<file path="src/tbtl_pkg.sv">
`timescale 1ns / 1ps
`default_nettype none
package tbtl_pkg;

  typedef logic [1:0] action_t;

  localparam action_t ACT_DRAW  = 2'd0;
  localparam action_t ACT_WAIT  = 2'd1;
  localparam action_t ACT_CLEAR = 2'd2;

  localparam int CFG_IDX_W = 3;
  localparam int CFG_DATA_W = 8;

  typedef logic [CFG_IDX_W-1:0] cfg_idx_t;

  localparam cfg_idx_t REG_ORIGIN_X     = 3'd0;
  localparam cfg_idx_t REG_ORIGIN_Y     = 3'd1;
  localparam cfg_idx_t REG_INK_COLOR    = 3'd2;
  localparam cfg_idx_t REG_LINE_WIDTH   = 3'd3;
  localparam cfg_idx_t REG_LETTER_DELAY = 3'd4;
  localparam cfg_idx_t REG_TILE_BASE    = 3'd5;

  localparam logic [7:0] CH_ESCAPE  = 8'h40;
  localparam logic [7:0] CH_NEWLINE = 8'h53;
  localparam logic [7:0] CH_WAIT    = 8'h57;
  localparam logic [7:0] CH_CLEAR   = 8'h43;

  localparam logic [7:0] UPPER_LO   = 8'd64;
  localparam logic [7:0] UPPER_HI   = 8'd90;
  localparam logic [7:0] HIGH_LO    = 8'd192;
  localparam logic [7:0] HIGH_SHIFT = 8'd128;
  localparam logic [7:0] CASE_SHIFT = 8'd32;
  localparam logic [7:0] TILE_SHIFT = 8'd32;

  localparam logic [3:0] INK_RESET = 4'd1;

  function automatic logic [7:0] remap_byte(input logic [7:0] c);
    logic [7:0] r;
    r = c;
    if (c > UPPER_LO && c <= UPPER_HI) begin
      r = c + CASE_SHIFT;
    end else if (c > HIGH_LO) begin
      r = c - HIGH_SHIFT;
    end
    return r;
  endfunction

endpackage
`default_nettype wire

</file>
<file path="src/text_block_tile_layout_core.sv">
// An input transfer passes through the input register and then the result register.
// Throughput: one byte per cycle unless stalled; escape bytes and new lines produce no result.
// While a finished result waits on out_stall the input register takes one more byte, then stalls.
// Synchronous active-low reset clears the cursor, the escape flag and the pipeline
// valids, and loads the register defaults (ink color 1, all others 0).
`timescale 1ns / 1ps
`default_nettype none
module text_block_tile_layout_core (
  input  wire logic                       clk,
  input  wire logic                       rst_n,
  input  wire logic                       cfg_we,
  input  wire tbtl_pkg::cfg_idx_t         cfg_index,
  input  wire logic [7:0]                 cfg_data,
  input  wire logic                       in_valid,
  output logic                            in_stall,
  input  wire logic [7:0]                 in_char_code,
  input  wire logic                       in_block_start,
  output logic                            out_valid,
  input  wire logic                       out_stall,
  output tbtl_pkg::action_t               out_action,
  output logic [7:0]                      out_pos_x,
  output logic [7:0]                      out_pos_y,
  output logic [7:0]                      out_tile_code,
  output logic [3:0]                      out_tile_color,
  output logic [7:0]                      out_delay_frames,
  output logic [7:0]                      out_clear_rows,
  output logic [7:0]                      out_clear_cols
);
  import tbtl_pkg::*;

  logic [7:0] origin_x_r, origin_y_r, line_width_r, letter_delay_r, tile_base_r;
  logic [3:0] ink_color_r;

  logic       esc_r, esc_nxt;
  logic [7:0] col_r, col_nxt;
  logic [7:0] row_r, row_nxt;

  logic       s1_valid_r;
  logic [7:0] s1_char_r;
  logic       s1_start_r;
  logic       s1_adv;
  logic       s1_fire;

  logic       out_valid_r, out_valid_nxt;
  action_t    act_r, act_nxt;
  logic [7:0] pos_x_r, pos_x_nxt;
  logic [7:0] pos_y_r, pos_y_nxt;
  logic [7:0] tile_r, tile_nxt;
  logic [3:0] color_r, color_nxt;
  logic [7:0] delay_r, delay_nxt;
  logic [7:0] crows_r, crows_nxt;
  logic [7:0] ccols_r, ccols_nxt;

  logic       has_result;
  logic       esc_eff;
  logic [7:0] col_eff, row_eff, col_inc;

  assign s1_adv   = !out_valid_r || !out_stall;
  assign s1_fire  = s1_valid_r && s1_adv;
  assign in_stall = s1_valid_r && !s1_adv;

  always_ff @(posedge clk) begin
    if (!rst_n) begin
      origin_x_r     <= '0;
      origin_y_r     <= '0;
      ink_color_r    <= INK_RESET;
      line_width_r   <= '0;
      letter_delay_r <= '0;
      tile_base_r    <= '0;
    end else if (cfg_we) begin
      case (cfg_index)
        REG_ORIGIN_X:     origin_x_r     <= cfg_data;
        REG_ORIGIN_Y:     origin_y_r     <= cfg_data;
        REG_INK_COLOR:    ink_color_r    <= cfg_data[3:0];
        REG_LINE_WIDTH:   line_width_r   <= cfg_data;
        REG_LETTER_DELAY: letter_delay_r <= cfg_data;
        REG_TILE_BASE:    tile_base_r    <= cfg_data;
        default: ;
      endcase
    end
  end

  always_ff @(posedge clk) begin
    if (!rst_n) begin
      s1_valid_r <= 1'b0;
    end else if (!in_stall) begin
      s1_valid_r <= in_valid;
    end
  end

  always_ff @(posedge clk) begin
    if (in_valid && !in_stall) begin
      s1_char_r  <= in_char_code;
      s1_start_r <= in_block_start;
    end
  end

  always_comb begin
    esc_eff = s1_start_r ? 1'b0 : esc_r;
    col_eff = s1_start_r ? 8'd0 : col_r;
    row_eff = s1_start_r ? origin_y_r : row_r;
    col_inc = col_eff + 8'd1;

    esc_nxt    = esc_eff;
    col_nxt    = col_eff;
    row_nxt    = row_eff;
    has_result = 1'b0;

    act_nxt   = ACT_DRAW;
    pos_x_nxt = '0;
    pos_y_nxt = '0;
    tile_nxt  = '0;
    color_nxt = '0;
    delay_nxt = '0;
    crows_nxt = '0;
    ccols_nxt = '0;

    if (esc_eff) begin
      esc_nxt = 1'b0;
      case (s1_char_r)
        CH_NEWLINE: begin
          col_nxt = 8'd0;
          row_nxt = row_eff + 8'd1;
        end
        CH_WAIT: begin
          has_result = 1'b1;
          act_nxt    = ACT_WAIT;
        end
        CH_CLEAR: begin
          has_result = 1'b1;
          act_nxt    = ACT_CLEAR;
          pos_x_nxt  = origin_x_r;
          pos_y_nxt  = origin_y_r;
          crows_nxt  = row_eff;
          ccols_nxt  = line_width_r;
          row_nxt    = origin_y_r;
          col_nxt    = 8'd0;
        end
        default: ;
      endcase
    end else if (s1_char_r == CH_ESCAPE) begin
      esc_nxt = 1'b1;
    end else begin
      has_result = 1'b1;
      act_nxt    = ACT_DRAW;
      pos_x_nxt  = origin_x_r + col_eff;
      pos_y_nxt  = row_eff;
      tile_nxt   = remap_byte(s1_char_r) - TILE_SHIFT + tile_base_r;
      color_nxt  = ink_color_r;
      delay_nxt  = letter_delay_r;
      col_nxt    = col_inc;
      if (line_width_r != 8'd0 && col_inc >= line_width_r) begin
        col_nxt = 8'd0;
        row_nxt = row_eff + 8'd1;
      end
    end
  end

  always_ff @(posedge clk) begin
    if (!rst_n) begin
      esc_r <= 1'b0;
      col_r <= '0;
      row_r <= '0;
    end else if (s1_fire) begin
      esc_r <= esc_nxt;
      col_r <= col_nxt;
      row_r <= row_nxt;
    end
  end

  always_comb begin
    if (s1_fire) begin
      out_valid_nxt = has_result;
    end else if (out_stall) begin
      out_valid_nxt = out_valid_r;
    end else begin
      out_valid_nxt = 1'b0;
    end
  end

  always_ff @(posedge clk) begin
    if (!rst_n) begin
      out_valid_r <= 1'b0;
    end else begin
      out_valid_r <= out_valid_nxt;
    end
  end

  always_ff @(posedge clk) begin
    if (s1_fire && has_result) begin
      act_r   <= act_nxt;
      pos_x_r <= pos_x_nxt;
      pos_y_r <= pos_y_nxt;
      tile_r  <= tile_nxt;
      color_r <= color_nxt;
      delay_r <= delay_nxt;
      crows_r <= crows_nxt;
      ccols_r <= ccols_nxt;
    end
  end

  assign out_valid        = out_valid_r;
  assign out_action       = act_r;
  assign out_pos_x        = pos_x_r;
  assign out_pos_y        = pos_y_r;
  assign out_tile_code    = tile_r;
  assign out_tile_color   = color_r;
  assign out_delay_frames = delay_r;
  assign out_clear_rows   = crows_r;
  assign out_clear_cols   = ccols_r;

endmodule
`default_nettype wire
</file>
<file path="config.mk">
export PLATFORM = sky130hd
export DESIGN_NAME = text_block_tile_layout_core
export DESIGN_NICKNAME = d
export VERILOG_FILES = /design/src/tbtl_pkg.sv /design/src/text_block_tile_layout_core.sv
export SDC_FILE = /design/constraint.sdc
export NUM_CORES = 1
export LEC_CHECK = 0
export BUFFER_PORTS_ARGS = -buffer_cell sky130_fd_sc_hd__buf_2
export CAP_MARGIN = 20
export CELL_PAD_IN_SITES_DETAIL_PLACEMENT = 1
export CELL_PAD_IN_SITES_GLOBAL_PLACEMENT = 1
export CORE_MARGIN = 2
export CORE_UTILIZATION = 38
export DETAILED_ROUTE_END_ITERATION = 8
export PLACE_DENSITY = 0.75
export SLEW_MARGIN = 20
export SYNTH_ARGS = -nofsm -noshare
export SYNTH_HDL_FRONTEND = slang
export SYNTH_SLANG_ARGS = --single-unit
</file>
<file path="constraint.sdc">
create_clock -name clk -period 4.2 [get_ports clk]
set_clock_uncertainty 0.1 [all_clocks]
set_input_delay 0.21 -clock clk [delete_from_list [all_inputs] [get_ports clk]]
set_output_delay 0.21 -clock clk [all_outputs]
set_load 0.05 [all_outputs]
</file>
==> flow_results.org, run 1 <==
** Status
- Status :: completed

** STA
- After layout, the worst path uses 84.21% of the clock period.
- WHS :: 0.01452 ns
- Final Hold Vio Count :: 0
- The count of pins over their slew limit came to 0.
- After routing, the total negative slack on setup checks comes to 0 ns.
- Setup violations remaining at the end of the flow were counted as 0.
- The smallest clock period supported by the final layout is computed as 3.537 ns.
- In this run the tightest slew margin relative to its limit is 28.01%.
- Unrepaired setup endpoints after global routing :: no
- Maximum clock rate :: 0.2827 GHz
- At the pin with the least slew margin, the transition time is 1.080 ns.

** Yosys
- Ranking of synthesized cells by instance count :: sky130_fd_sc_hd__nand2_1 (131), sky130_fd_sc_hd__dfxtp_1 (63), sky130_fd_sc_hd__edfxtp_1 (63), sky130_fd_sc_hd__a21boi_0 (41), sky130_fd_sc_hd__nor2_1 (40)
- Among all flip-flop cells after synthesis, the most frequent one is sky130_fd_sc_hd__edfxtp_1.
- For this run, the register share of the synthesized area comes to 48.36%.
- Area leader, netlist :: sky130_fd_sc_hd__edfxtp_1
- Synth unique cells :: 63
- Dividing the synthesized area by the synthesized cell count gives 9.674 um^2.
- Among all cell types in the netlist, the one instantiated most often is sky130_fd_sc_hd__nand2_1.
- FFs w/ async S/R, synth :: 0%
- Counting flops and latches in the post-synthesis netlist gives 126.
- Yosys printed 0 warnings.
- The cell area that synthesis handed to floorplanning was 6520 um^2.
- By area the synthesized netlist is led by sky130_fd_sc_hd__edfxtp_1 (29%), sky130_fd_sc_hd__dfxtp_1 (19%), sky130_fd_sc_hd__nand2_1 (7.5%).
- Net count after synthesis :: 732
- Post-synth top area share :: 29.02%
- Synthesized instance count :: 674
- The synthesized design contains 63 enable-type register cells.

** Clocking
- TritonCTS built the clock tree.
- CTS built an H-tree with a depth of 4.
- Clock buffer depth :: 2
- Root Buffer Master :: sky130_fd_sc_hd__clkbuf_16
- After clock tree synthesis, the setup repair step added 0 buffers.
- Clock-pin slew was measured on the worst setup and hold paths at 0.06 ns.
- Total CTS buffers :: 17
- Number of gates resized after CTS :: 0
- Clock latency on the worst-skew pair :: 0.43 ns
- For this design, the CTS-stage hold fixing added 11 buffers.
- CTS sink cnt :: 126

** Route
- Routed WL per cell :: 18.87 um
- The routed layout has 5,450 vias.
- Drt first-iter violations :: 299
- Total Wirelength :: 18,870 um
- Number of iterations in the first detailed-routing pass :: 5
- Using the TritonRoute via totals, the vias-per-cell ratio works out to 5.450.
- ANT nets after route :: 0
- After detailed routing, the number of remaining DRC violations is 0.

** Floorplanning
- Effective utilization at floorplan :: 39.04%
- The die covers 18,220 um^2.
- Die Span Y :: 135.0 um
- From left edge to right edge, the die measures 135.0 um.
- Area of the core :: 16,700 um^2
- Row generation in the floorplan step produced 47 rows.
- Number of placed I/O pins :: 81

** Final layout
- From synthesis to final layout, the design area changed by 20.86%.
- Count of non-filler cells in the finished layout :: 1,000
- Cells fill 47.18% of the core in the end.
- At the end of the flow, the number of nets in the layout was 825.
- After filler insertion, the fill cell instance count of the layout stands at 1,921.
- Share of layout cells above drive strength 1 :: 17.18%
- Count of antenna diodes in the layout :: 0

** Power and ir drop
- Summed over all cells, the static leakage comes to 3.078 nW.
- Relative contribution of combinational cells to total power :: 10.8%
- Share of total power in sequential cells :: 42.8%
- Internal Pwr Total :: 0.002362 W
- Power per Cell Area :: 407.0 nW/um^2
- Share of power burned in the clock network :: 46.5%
- Summing internal, switching and leakage power gives 0.003207 W.
- Net switching is 26.36% of the power.
- VDD sags by at most 0.2975 mV.
- For this design the total switching power over the nets is 0.0008455 W.

** Setup path
- STA classifies the critical path startpoint as a flop.
- STA classifies the critical path endpoint as a flop.
- The critical path is of the flop to flop type.
- For the worst setup path, the data required time is 4.45 ns.
- Critical path fanouts, max :: 12
- Critical path data arrival time :: 3.79 ns

** GRT
- Vias in the first global route :: 5,865
- GRT Total Usage :: 21.88%
- Overall overflow remaining after global route :: 0
- Number of antenna violations at the first check in global routing :: 0
- Global-route wire length before repair :: 30,840 um
- Largest net degree at the start of global routing :: 67

** Place
- Final RePlAce weighted congestion :: 0.8308
- Placed cell count :: 957
- In this run the tool buffered the top-level ports with 80 buffer cells.
- Detailed placement finished with a half-perimeter wire length of 13,360 um.

** Min path
- The min-delay analysis places its worst path in the category input pin to flop.

** Flow run
- Max-cap violations in this run came to 0.
## cells in the final DEF, fill, tap and decap left out, types with 15 or more instances in the layout
cell type                   netlist  routed
sky130_fd_sc_hd__a21boi_0        41      41
sky130_fd_sc_hd__a21oi_1         19      18
sky130_fd_sc_hd__and3_1          21      21
sky130_fd_sc_hd__buf_2            4      80
sky130_fd_sc_hd__clkbuf_16        0      21
sky130_fd_sc_hd__dfxtp_1         63      63
sky130_fd_sc_hd__edfxtp_1        63      63
sky130_fd_sc_hd__ha_1            31      31
sky130_fd_sc_hd__inv_1           23      23
sky130_fd_sc_hd__mux2i_1         15      15
sky130_fd_sc_hd__nand2_1        131     131
sky130_fd_sc_hd__nand3_1         18      18
sky130_fd_sc_hd__nor2_1          40      40
sky130_fd_sc_hd__nor2b_1         27      27
sky130_fd_sc_hd__o21ai_0         24      24
sky130_fd_sc_hd__xnor2_1         15      15
## through the flow
stage	worst slack (ns)	area [um^2]
floorplan	0.8099	6524
global placement	0.9184	7162
detailed placement	0.7597	7162
CTS	0.6887	7880
global route	0.4378	7880
finish	0.6632	7880
## logic make-up after synthesis
logic type / synth area share, %
muxes: 3.109
adders and majority gates: 6.563
AOI/OAI and AO/OA: 15.28
and+or+nand+nor: 20.94
DFF: 48.36
buffers and inverters: 3.070
xor gates and xnor gates: 2.687
## per-layer routing
| layer | vias up | global-route usage (%) | part of all wire, % |
|---|---|---|---|
| li1 | 2599 | - | - |
| met5 | - | 0 | 0 |
| met3 | 33 | 3.866 | 3.3 |
| met2 | 109 | 39.17 | 51 |
| met1 | 2709 | 26.28 | 43 |
| met4 | 0 | 8.044 | 2.3 |
## final timing paths
check / slack [ns] / cells past startpoint / from / to
max: 0.66 / 13 / s1_start_r$_DFFE_PP_ / col_r[7]$_SDFFE_PN0P_
min: 0.01 / 3 / cfg_data[0] / line_width_r[0]$_SDFFE_PN0P_
max reg2reg: 0.66 / 13 / s1_start_r$_DFFE_PP_ / col_r[7]$_SDFFE_PN0P_
min reg2reg: 0.37 / 2 / ink_color_r[0]$_SDFFE_PN1P_ / ink_color_r[0]$_SDFFE_PN1P_
## power by group through the flow
stage | clock [W] | combinational, W | sequential (W)
detailed placement | 0 | 0.000337 | 0.00140
finish | 0.00149 | 0.000346 | 0.00137
floorplan | 0 | 0.000151 | 0.00148
global route | 0.00157 | 0.000376 | 0.00138
CTS | 0.00152 | 0.000348 | 0.00137
global placement | 0 | 0.000324 | 0.00139
## final cells by class
class                           count  area, um^2  area share, %
Clock buffer                       23       543.0          6.891
Clock inverter                      9       65.06         0.8257
Inverter                           24       90.09          1.143
Multi-Input combinational cell    500        3178          40.33
Sequential cell                   126        3153          40.01
Tap cell                          220       275.3          3.493
Timing Repair Buffer               98       575.6          7.304
## worst max-delay path: stages, from the launching register on
cell	delay, ns
sky130_fd_sc_hd__edfxtp_1	0.55
sky130_fd_sc_hd__nor2b_1	0.37
sky130_fd_sc_hd__ha_1	0.24
sky130_fd_sc_hd__and3_1	0.19
sky130_fd_sc_hd__nand3_1	0.10
sky130_fd_sc_hd__xnor2_1	0.23
sky130_fd_sc_hd__ha_1	0.30
sky130_fd_sc_hd__a41o_1	0.24
sky130_fd_sc_hd__a21oi_1	0.17
sky130_fd_sc_hd__o31ai_2	0.10
sky130_fd_sc_hd__buf_4	0.21
sky130_fd_sc_hd__a21oi_2	0.30
sky130_fd_sc_hd__a32oi_1	0.18
sky130_fd_sc_hd__nor2b_1	0.18
No activity file was read; power rests on OpenSTA's default activity.
==> run 2: changes to the inputs <==
Settings changed: PLACE_DENSITY 0.75 to 0.72.
Clock period 4.2 ns to 3.5 ns, I/O delays scaled along.
==> run 2 against run 1 <==
Compared with the run above: clock power up 21%; hold slack better by 0.16 ns; flip-flop and latch count stayed put; die area unchanged; via count increased by 1.7%; combinational power is 24% higher; setup slack worse by 0.46 ns; critical path type unchanged.
==> flow_results.org, run 2 (synthesis gave the netlist of run 1 again) <==
** Floorplanning
- In this run the vertical extent of the chip is 135.0 um.
- Die area :: 18,220 um^2
- Number of rows in the core area :: 47
- Number of placed I/O pins :: 81
- Width of the chip :: 135.0 um
- Once the floorplan was initialized, standard cells occupied 39.04% of the core.
- In this run the standard cell core region covers 16,700 um^2.

** Setup path
- The critical path contains buffers and inverters numbering 3 combined.
- Critical path fanouts, max :: 40
- At the worst endpoint, the required time is 3.76 ns.
- Max stage delay cell, worst path :: sky130_fd_sc_hd__dlygate4sd3_1
- Worst setup EP type :: flop
- Worst-path cell chain :: buf_4 > nand2b_4 > nor3_2 > o21ai_0 > a21oi_4 > buf_4 > a21oi_1 > nor2b_1 > dlygate4sd3_1
- STA puts the critical path data arrival time at 3.55 ns.
- On the worst path, the slowest cell contributes a delay of 0.54 ns.
- Most used cell, CP :: sky130_fd_sc_hd__buf_4
- The cell family contributing the most delay on the critical path is buffers and inverters.
- The worst setup path is launched from a flop.
- The critical path is of the flop to flop type.

** Power and ir drop
- Fraction of power spent switching nets :: 25.09%
- Of the total power, registers draw 42.3%.
- The share of total power dissipated in the clock network is 46.7%.
- IR Drop Worst-Case VDD :: 0.3436 mV
- P_leak :: 3.153 nW
- Dividing total power by cell area gives a power density of 483.2 nW/um^2.
- The internal power of the cells totals 0.002910 W.
- Summed over all nets, the switching power comes to 0.0009745 W.
- Of the total power, combinational logic draws 11.0%.
- Final total power :: 0.003884 W

** STA
- TNS Setup :: 0 ns
- The worst pin sits at a relative slew slack of 36.40%.
- Least-Margin Pin Slew :: 0.9467 ns
- Part of the cycle the worst path needs :: 94.06%
- The hold violation total from the final report is 0.
- Maximum clock rate :: 0.3038 GHz
- Min Tclk post-route :: 3.292 ns
- Unrepaired setup endpoints after global routing :: no
- The count of pins over their slew limit is 0.
- Setup-violating endpoint count in the final report :: 0

** Final layout
- Count of antenna diodes in the layout :: 0
- Leaving out fill and tap cells, the most frequent cells in the layout are sky130_fd_sc_hd__nand2_1 (131), sky130_fd_sc_hd__buf_2 (80), sky130_fd_sc_hd__dfxtp_1 (63), sky130_fd_sc_hd__edfxtp_1 (63), sky130_fd_sc_hd__a21boi_0 (41).
- Once layout is complete, the utilization of the core stands at 48.13%.
- Layout Nets :: 841
- Relative to the synthesized area, the layout overhead comes to 23.28%.
- Leaving out fill and tap cells, the most frequent cell in the layout is sky130_fd_sc_hd__nand2_1.
- Share of layout cells above drive strength 1 :: 17.46%

** Clocking
- TritonCTS built the clock tree.
- Setup repair bufs after CTS :: 0
- Clock-pin slew on the worst setup and hold paths :: 0.06 ns
- Root Buffer Master :: sky130_fd_sc_hd__clkbuf_16
- Total CTS buffers :: 17
- For the worst-skew pair, the clock arrives at the later sink with an insertion delay of 0.42 ns.
- Clock buffer depth :: 2
- CTS sink cnt :: 126
- The clock tree synthesis step divided the H-tree into 4 levels.

** Route
- Remaining routing DRC violations :: 0
- After the first detailed-routing iteration, the DRC count stood at 309.
- The first detailed-routing pass took 4 iterations.
- For this block, the routed nets add up to 19,160 um of wire.
- Detailed routing inserted a total of 5,543 vias.
- Routed WL per cell :: 18.86 um
- Dividing the detail-routed via count by the number of cells gives 5.456.
- In this run the remaining antenna-violating nets after routing total 0.

** Status
- Status :: completed

** GRT
- Summed over all layers, the global routing overflow is 0.
- Global-route wire length before repair :: 31,000 um
- Largest net degree at the start of global routing :: 60
- Vias in the first global route :: 5,862
- For this run, the total global-route usage over all layers was measured as 21.96%.
- Number of antenna violations at the first check in global routing :: 0

** Min path
- Tightest Hold Check Type :: input pin to flop

** Place
- The wire-length estimate of the detail-placed layout is 13,510 um.
- During placement, the flow inserted port buffers numbering 80.
- At the end of routability-driven placement, the weighted congestion stood at 0.8430.

** Flow run
- Max Cap Violations :: 0
run 2: cell count changes in the layout (fill, tap and decap cells not counted), moves of 2 or more:
cell                            previous run  this run
sky130_fd_sc_hd__dlygate4sd3_1            11        22
sky130_fd_sc_hd__buf_4                     6        12
sky130_fd_sc_hd__clkinv_4                  4         1
sky130_fd_sc_hd__clkbuf_1                  1         3
sky130_fd_sc_hd__clkinv_2                  1         3
sky130_fd_sc_hd__inv_4                     4         2
run 2: area by class of cell:
type / instances / area (um^2)
Clock buffer: 25 / 550.5
Clock inverter: 7 / 66.31
Inverter: 24 / 90.09
Tap cell: 220 / 275.3
Fill cell: 1926 / 8663
Sequential cell: 126 / 3153
Timing Repair Buffer: 114 / 710.7
Multi-Input combinational cell: 500 / 3192
run 2: final timing paths:
| check | from | endpoint | slack (ns) | depth (start not counted) |
|---|---|---|---|---|
| setup reg to reg | s1_start_r$_DFFE_PP_ | out_valid$_SDFFE_PN0P_ | 0.21 | 9 |
| setup / recovery | s1_start_r$_DFFE_PP_ | out_valid$_SDFFE_PN0P_ | 0.21 | 9 |
| hold reg to reg | row_r[7]$_SDFFE_PN0P_ | row_r[7]$_SDFFE_PN0P_ | 0.36 | 2 |
| hold / removal | cfg_index[0] | origin_x_r[3]$_SDFFE_PN0P_ | 0.17 | 4 |
run 2: metal layers:
metal | up-vias | global-route usage [%] | part of all wire, %
met5 | - | 0 | 0
met4 | 0 | 7.697 | 1.9
met3 | 34 | 4.092 | 3.2
met2 | 108 | 38.44 | 51
met1 | 2778 | 27.11 | 44
li1 | 2623 | - | -
run 2: power groups by stage:
| stage | Clock, W | Sequential, W | Combinational (W) |
|---|---|---|---|
| 3_5_place_dp | 0 | 0.00167 | 0.000406 |
| 3_3_place_gp | 0 | 0.00167 | 0.000393 |
| 6_report | 0.00181 | 0.00164 | 0.000428 |
| 2_1_floorplan | 0 | 0.00177 | 0.000181 |
| 4_1_cts | 0.00184 | 0.00164 | 0.000429 |
| 5_1_grt | 0.00191 | 0.00165 | 0.000464 |
run 2: metrics by stage:
step                hold WS (ns)  cell area, um^2  worst slack [ns]  std cells
finish                    0.1696             8038            0.2078       1016
global placement          0.2509             7187            0.5055        962
global route              0.2062             8038          0.006482       1016
floorplan                 0.1739             6524            0.1099        674
detailed placement        0.2548             7187            0.2580        962
CTS                       0.1552             8024            0.2167       1016
run 2: tightest hold or removal path, stage by stage:
cell and delay, ns:
sky130_fd_sc_hd__buf_2 0.16, sky130_fd_sc_hd__nor3_1 0.15, sky130_fd_sc_hd__nand2_1 0.09, sky130_fd_sc_hd__a21boi_0 0.06
run 2: repair_timing:
item                       CTS  global route
hold endpoints to repair    46             0
gates resized for setup      0             2
hold buffers                22             0
setup endpoints to repair    0             2
==> run 3: changes to the inputs <==
Settings changed: CAP_MARGIN 20 to 10, CORE_MARGIN 2 to not set.
Clock period 3.5 ns to 3.4 ns, I/O delays scaled along.
==> run 3 against run 2 <==
Compared with the run above: total power rose by 5.8%; sequential power is 3% higher; setup slack better by 0.038 ns; highest routed layer unchanged.
==> flow_results.org, run 3 (synthesis gave the netlist of run 1 again) <==
** Route
- Routed WL per cell :: 18.79 um
- The final route contains 5,495 vias.
- The first detailed-routing pass took 4 iterations.
- The highest layer touched by signal routing is met4.
- Drt first-iter violations :: 315
- The final layout contains routed wiring with a total length of 19,130 um.
- ANT nets after route :: 0
- After detailed routing, the number of vias per cell comes to 5.398.
- The routed design uses 9616 um of met2 wire.
- The detailed router put a total of 8286 um of wire on met1.
- In the detailed route, the total length drawn on met3 is 652 um.
- Remaining routing DRC violations :: 0

** STA
- Part of the cycle the worst path needs :: 92.77%
- Headroom to the max-slew limit :: 38.07%
- The count of pins over their slew limit was 0.
- Final Hold Vio Count :: 0
- Least-Margin Pin Slew :: 0.9270 ns
- Setup repair after global routing left no endpoint under its margin.
- The smallest clock period supported by the final layout is computed as 3.154 ns.
- TNS Setup :: 0 ns
- Maximum clock rate :: 0.3170 GHz
- Setup violations remaining at the end of the flow were counted as 0.

** GRT
- Global-route wire length before repair :: 31,170 um
- The total overflow left after global routing is 0.
- Number of antenna violations at the first check in global routing :: 0
- Vias in the first global route :: 5,975
- Entering global routing, the biggest net connects 67 pins.
- Across every metal layer, demand over resource in global routing totals 22.98%.

** Clocking
- In this run, CTS created clock tree buffers numbering 17.
- Root Buffer Master :: sky130_fd_sc_hd__clkbuf_16
- TritonCTS built the clock tree.
- The H-tree generated during clock tree synthesis spans 4 levels.
- After clock tree synthesis, the clock-pin slew on the worst setup and hold paths is 0.06 ns.
- In this run the deepest clock path goes through 2 buffers.
- After clock tree synthesis, the setup repair step added 0 buffers.
- For this design, the sink count on the clock tree is 126.
- Clock latency on the worst-skew pair :: 0.42 ns

** Setup path
- The worst setup path is captured at a flop.
- Critical path data arrival time :: 3.40 ns
- Required time at the worst-slack endpoint :: 3.65 ns
- Startpoint-to-endpoint class of the critical path :: flop to flop
- Internal reg-to-reg setup slack :: 0.25 ns
- In this run the worst setup path terminates at col_r[7]$_SDFFE_PN0P_.
- Number of cells on the worst reg-to-reg path :: 13
- In this run the critical register-to-register path is captured at col_r[7]$_SDFFE_PN0P_.
- Crit path launch :: s1_start_r$_DFFE_PP_
- Critical path fanouts, max :: 10
- STA classifies the critical path startpoint as a flop.
- R2r startpoint :: s1_start_r$_DFFE_PP_

** Floorplanning
- Area of the core :: 16,640 um^2
- Once the floorplan was initialized, standard cells occupied 39.18% of the core.
- Die Span Y :: 133.0 um
- Number of rows in the core area :: 47
- The die covers 17,690 um^2.
- Width of the chip :: 133.0 um
- In this run the count of I/O pins placed on the die edge is 81.

** Final layout
- 0 antenna diodes ended up in the layout.
- Area growth from synthesis to layout :: 23.85%
- The filler cells instantiated in the layout total 1,891.
- Share of layout cells above drive strength 1 :: 18.30%
- Layout Nets :: 843
- In the layout the commonest cells are sky130_fd_sc_hd__nand2_1 (131), sky130_fd_sc_hd__buf_2 (80), sky130_fd_sc_hd__dfxtp_1 (63), sky130_fd_sc_hd__edfxtp_1 (63), sky130_fd_sc_hd__a21boi_0 (41).
- After the flow finishes, the layout carries non-filler instances totaling 1,018.
- Most frequent standard cell in the layout excluding fill and tap cells :: sky130_fd_sc_hd__nand2_1

** Place
- Detailed placement finished with a half-perimeter wire length of 13,620 um.
- Placed cell count :: 967
- Final RePlAce weighted congestion :: 0.8520
- Port buffering added 80 buffers.

** Flow run
- Max-cap violations in this run came to 0.

** Power and ir drop
- Power per Cell Area :: 508.7 nW/um^2
- Across the VDD grid, the largest voltage drop is 0.3595 mV.
- In this run the static leakage power is 3.178 nW.
- Summing internal, switching and leakage power gives 0.004108 W.

** Status
- Status :: completed

** Min path
- Tightest Hold Check Type :: input pin to flop
==> run 3: changes by cell type in the layout (fill, tap and decap cells not counted), moves of 2 or more <==
| cell | change |
|---|---|
| sky130_fd_sc_hd__bufinv_16 | +3 |
| sky130_fd_sc_hd__inv_4 | -2 |
| sky130_fd_sc_hd__buf_4 | +5 |
| sky130_fd_sc_hd__clkbuf_16 | -4 |
| sky130_fd_sc_hd__dlygate4sd3_1 | -3 |
| sky130_fd_sc_hd__clkbuf_1 | -2 |
| sky130_fd_sc_hd__clkbuf_8 | +3 |
==> run 3: timing repair <==
| item | 4_1_cts | 5_1_grt |
|---|---|---|
| hold buffers | 19 | 0 |
| gates resized for setup | 0 | 3 |
| endpoints found under the setup margin | 0 | 9 |
| hold endpoints to repair | 37 | 0 |
==> run 3: metal layers <==
| metal | vias up | track usage [%] |
|---|---|---|
| met1 | 2711 | 27.68 |
| li1 | 2624 | - |
| met2 | 121 | 39.62 |
| met3 | 39 | 4.138 |
| met4 | 0 | 10.79 |
| met5 | - | 0 |
==> run 3: layout make-up <==
class,count,area (um^2),share of cell area [%]
clock buffer,22,484.2,5.996
clock inverter,10,158.9,1.968
inverter,24,90.09,1.116
multi-input combinational,500,3196,39.57
sequential,126,3153,39.05
tap,220,275.3,3.409
timing repair buffer,116,718.2,8.894
==> run 3: stage by stage <==
step | utilization (%) | setup WS [ns] | cell area [um^2] | hold slack [ns]
after floorplan | - | 0.009945 | 6524 | 0.1689
after global placement | 43.41 | 0.4104 | 7224 | 0.2472
after detailed placement | 43.41 | 0.2057 | 7224 | 0.2490
after CTS | 48.42 | 0.1882 | 8058 | 0.1706
after global routing | 48.52 | 0.008689 | 8075 | 0.2041
final | 48.52 | 0.2458 | 8075 | 0.1724
==> run 3: worst min-delay path by stage <==
stage | from | end | slack, ns | cells past startpoint
finish | cfg_index[0] | origin_x_r[0]$_SDFFE_PN0P_ | 0.17 | 4
global route | cfg_index[1] | origin_x_r[0]$_SDFFE_PN0P_ | 0.20 | 4
CTS | cfg_index[0] | origin_x_r[7]$_SDFFE_PN0P_ | 0.17 | 4
detailed placement | in_char_code[6] | s1_char_r[6]$_DFFE_PP_ | 0.25 | 1
global placement | in_char_code[0] | s1_char_r[0]$_DFFE_PP_ | 0.25 | 1
floorplan | in_char_code[0] | s1_char_r[0]$_DFFE_PP_ | 0.17 | 0
==> run 3: worst max-delay path, stage by stage, from the launching register on <==
cell,delay (ns)
sky130_fd_sc_hd__edfxtp_1,0.45
sky130_fd_sc_hd__nor2b_1,0.19
sky130_fd_sc_hd__ha_1,0.21
sky130_fd_sc_hd__and3_1,0.20
sky130_fd_sc_hd__nand3_1,0.12
sky130_fd_sc_hd__xnor2_2,0.17
sky130_fd_sc_hd__ha_1,0.33
sky130_fd_sc_hd__a41o_1,0.24
sky130_fd_sc_hd__a21oi_1,0.17
sky130_fd_sc_hd__o31ai_2,0.09
sky130_fd_sc_hd__buf_4,0.20
sky130_fd_sc_hd__a21oi_2,0.28
sky130_fd_sc_hd__a32oi_1,0.16
sky130_fd_sc_hd__nor2b_1,0.15
==> run 3: report_power, final <==
group          switching, W  leakage, nW  internal [W]
logic              0.000305         1.76      0.000140
clock network      0.000669        0.314       0.00130
registers         0.0000352         1.10       0.00166
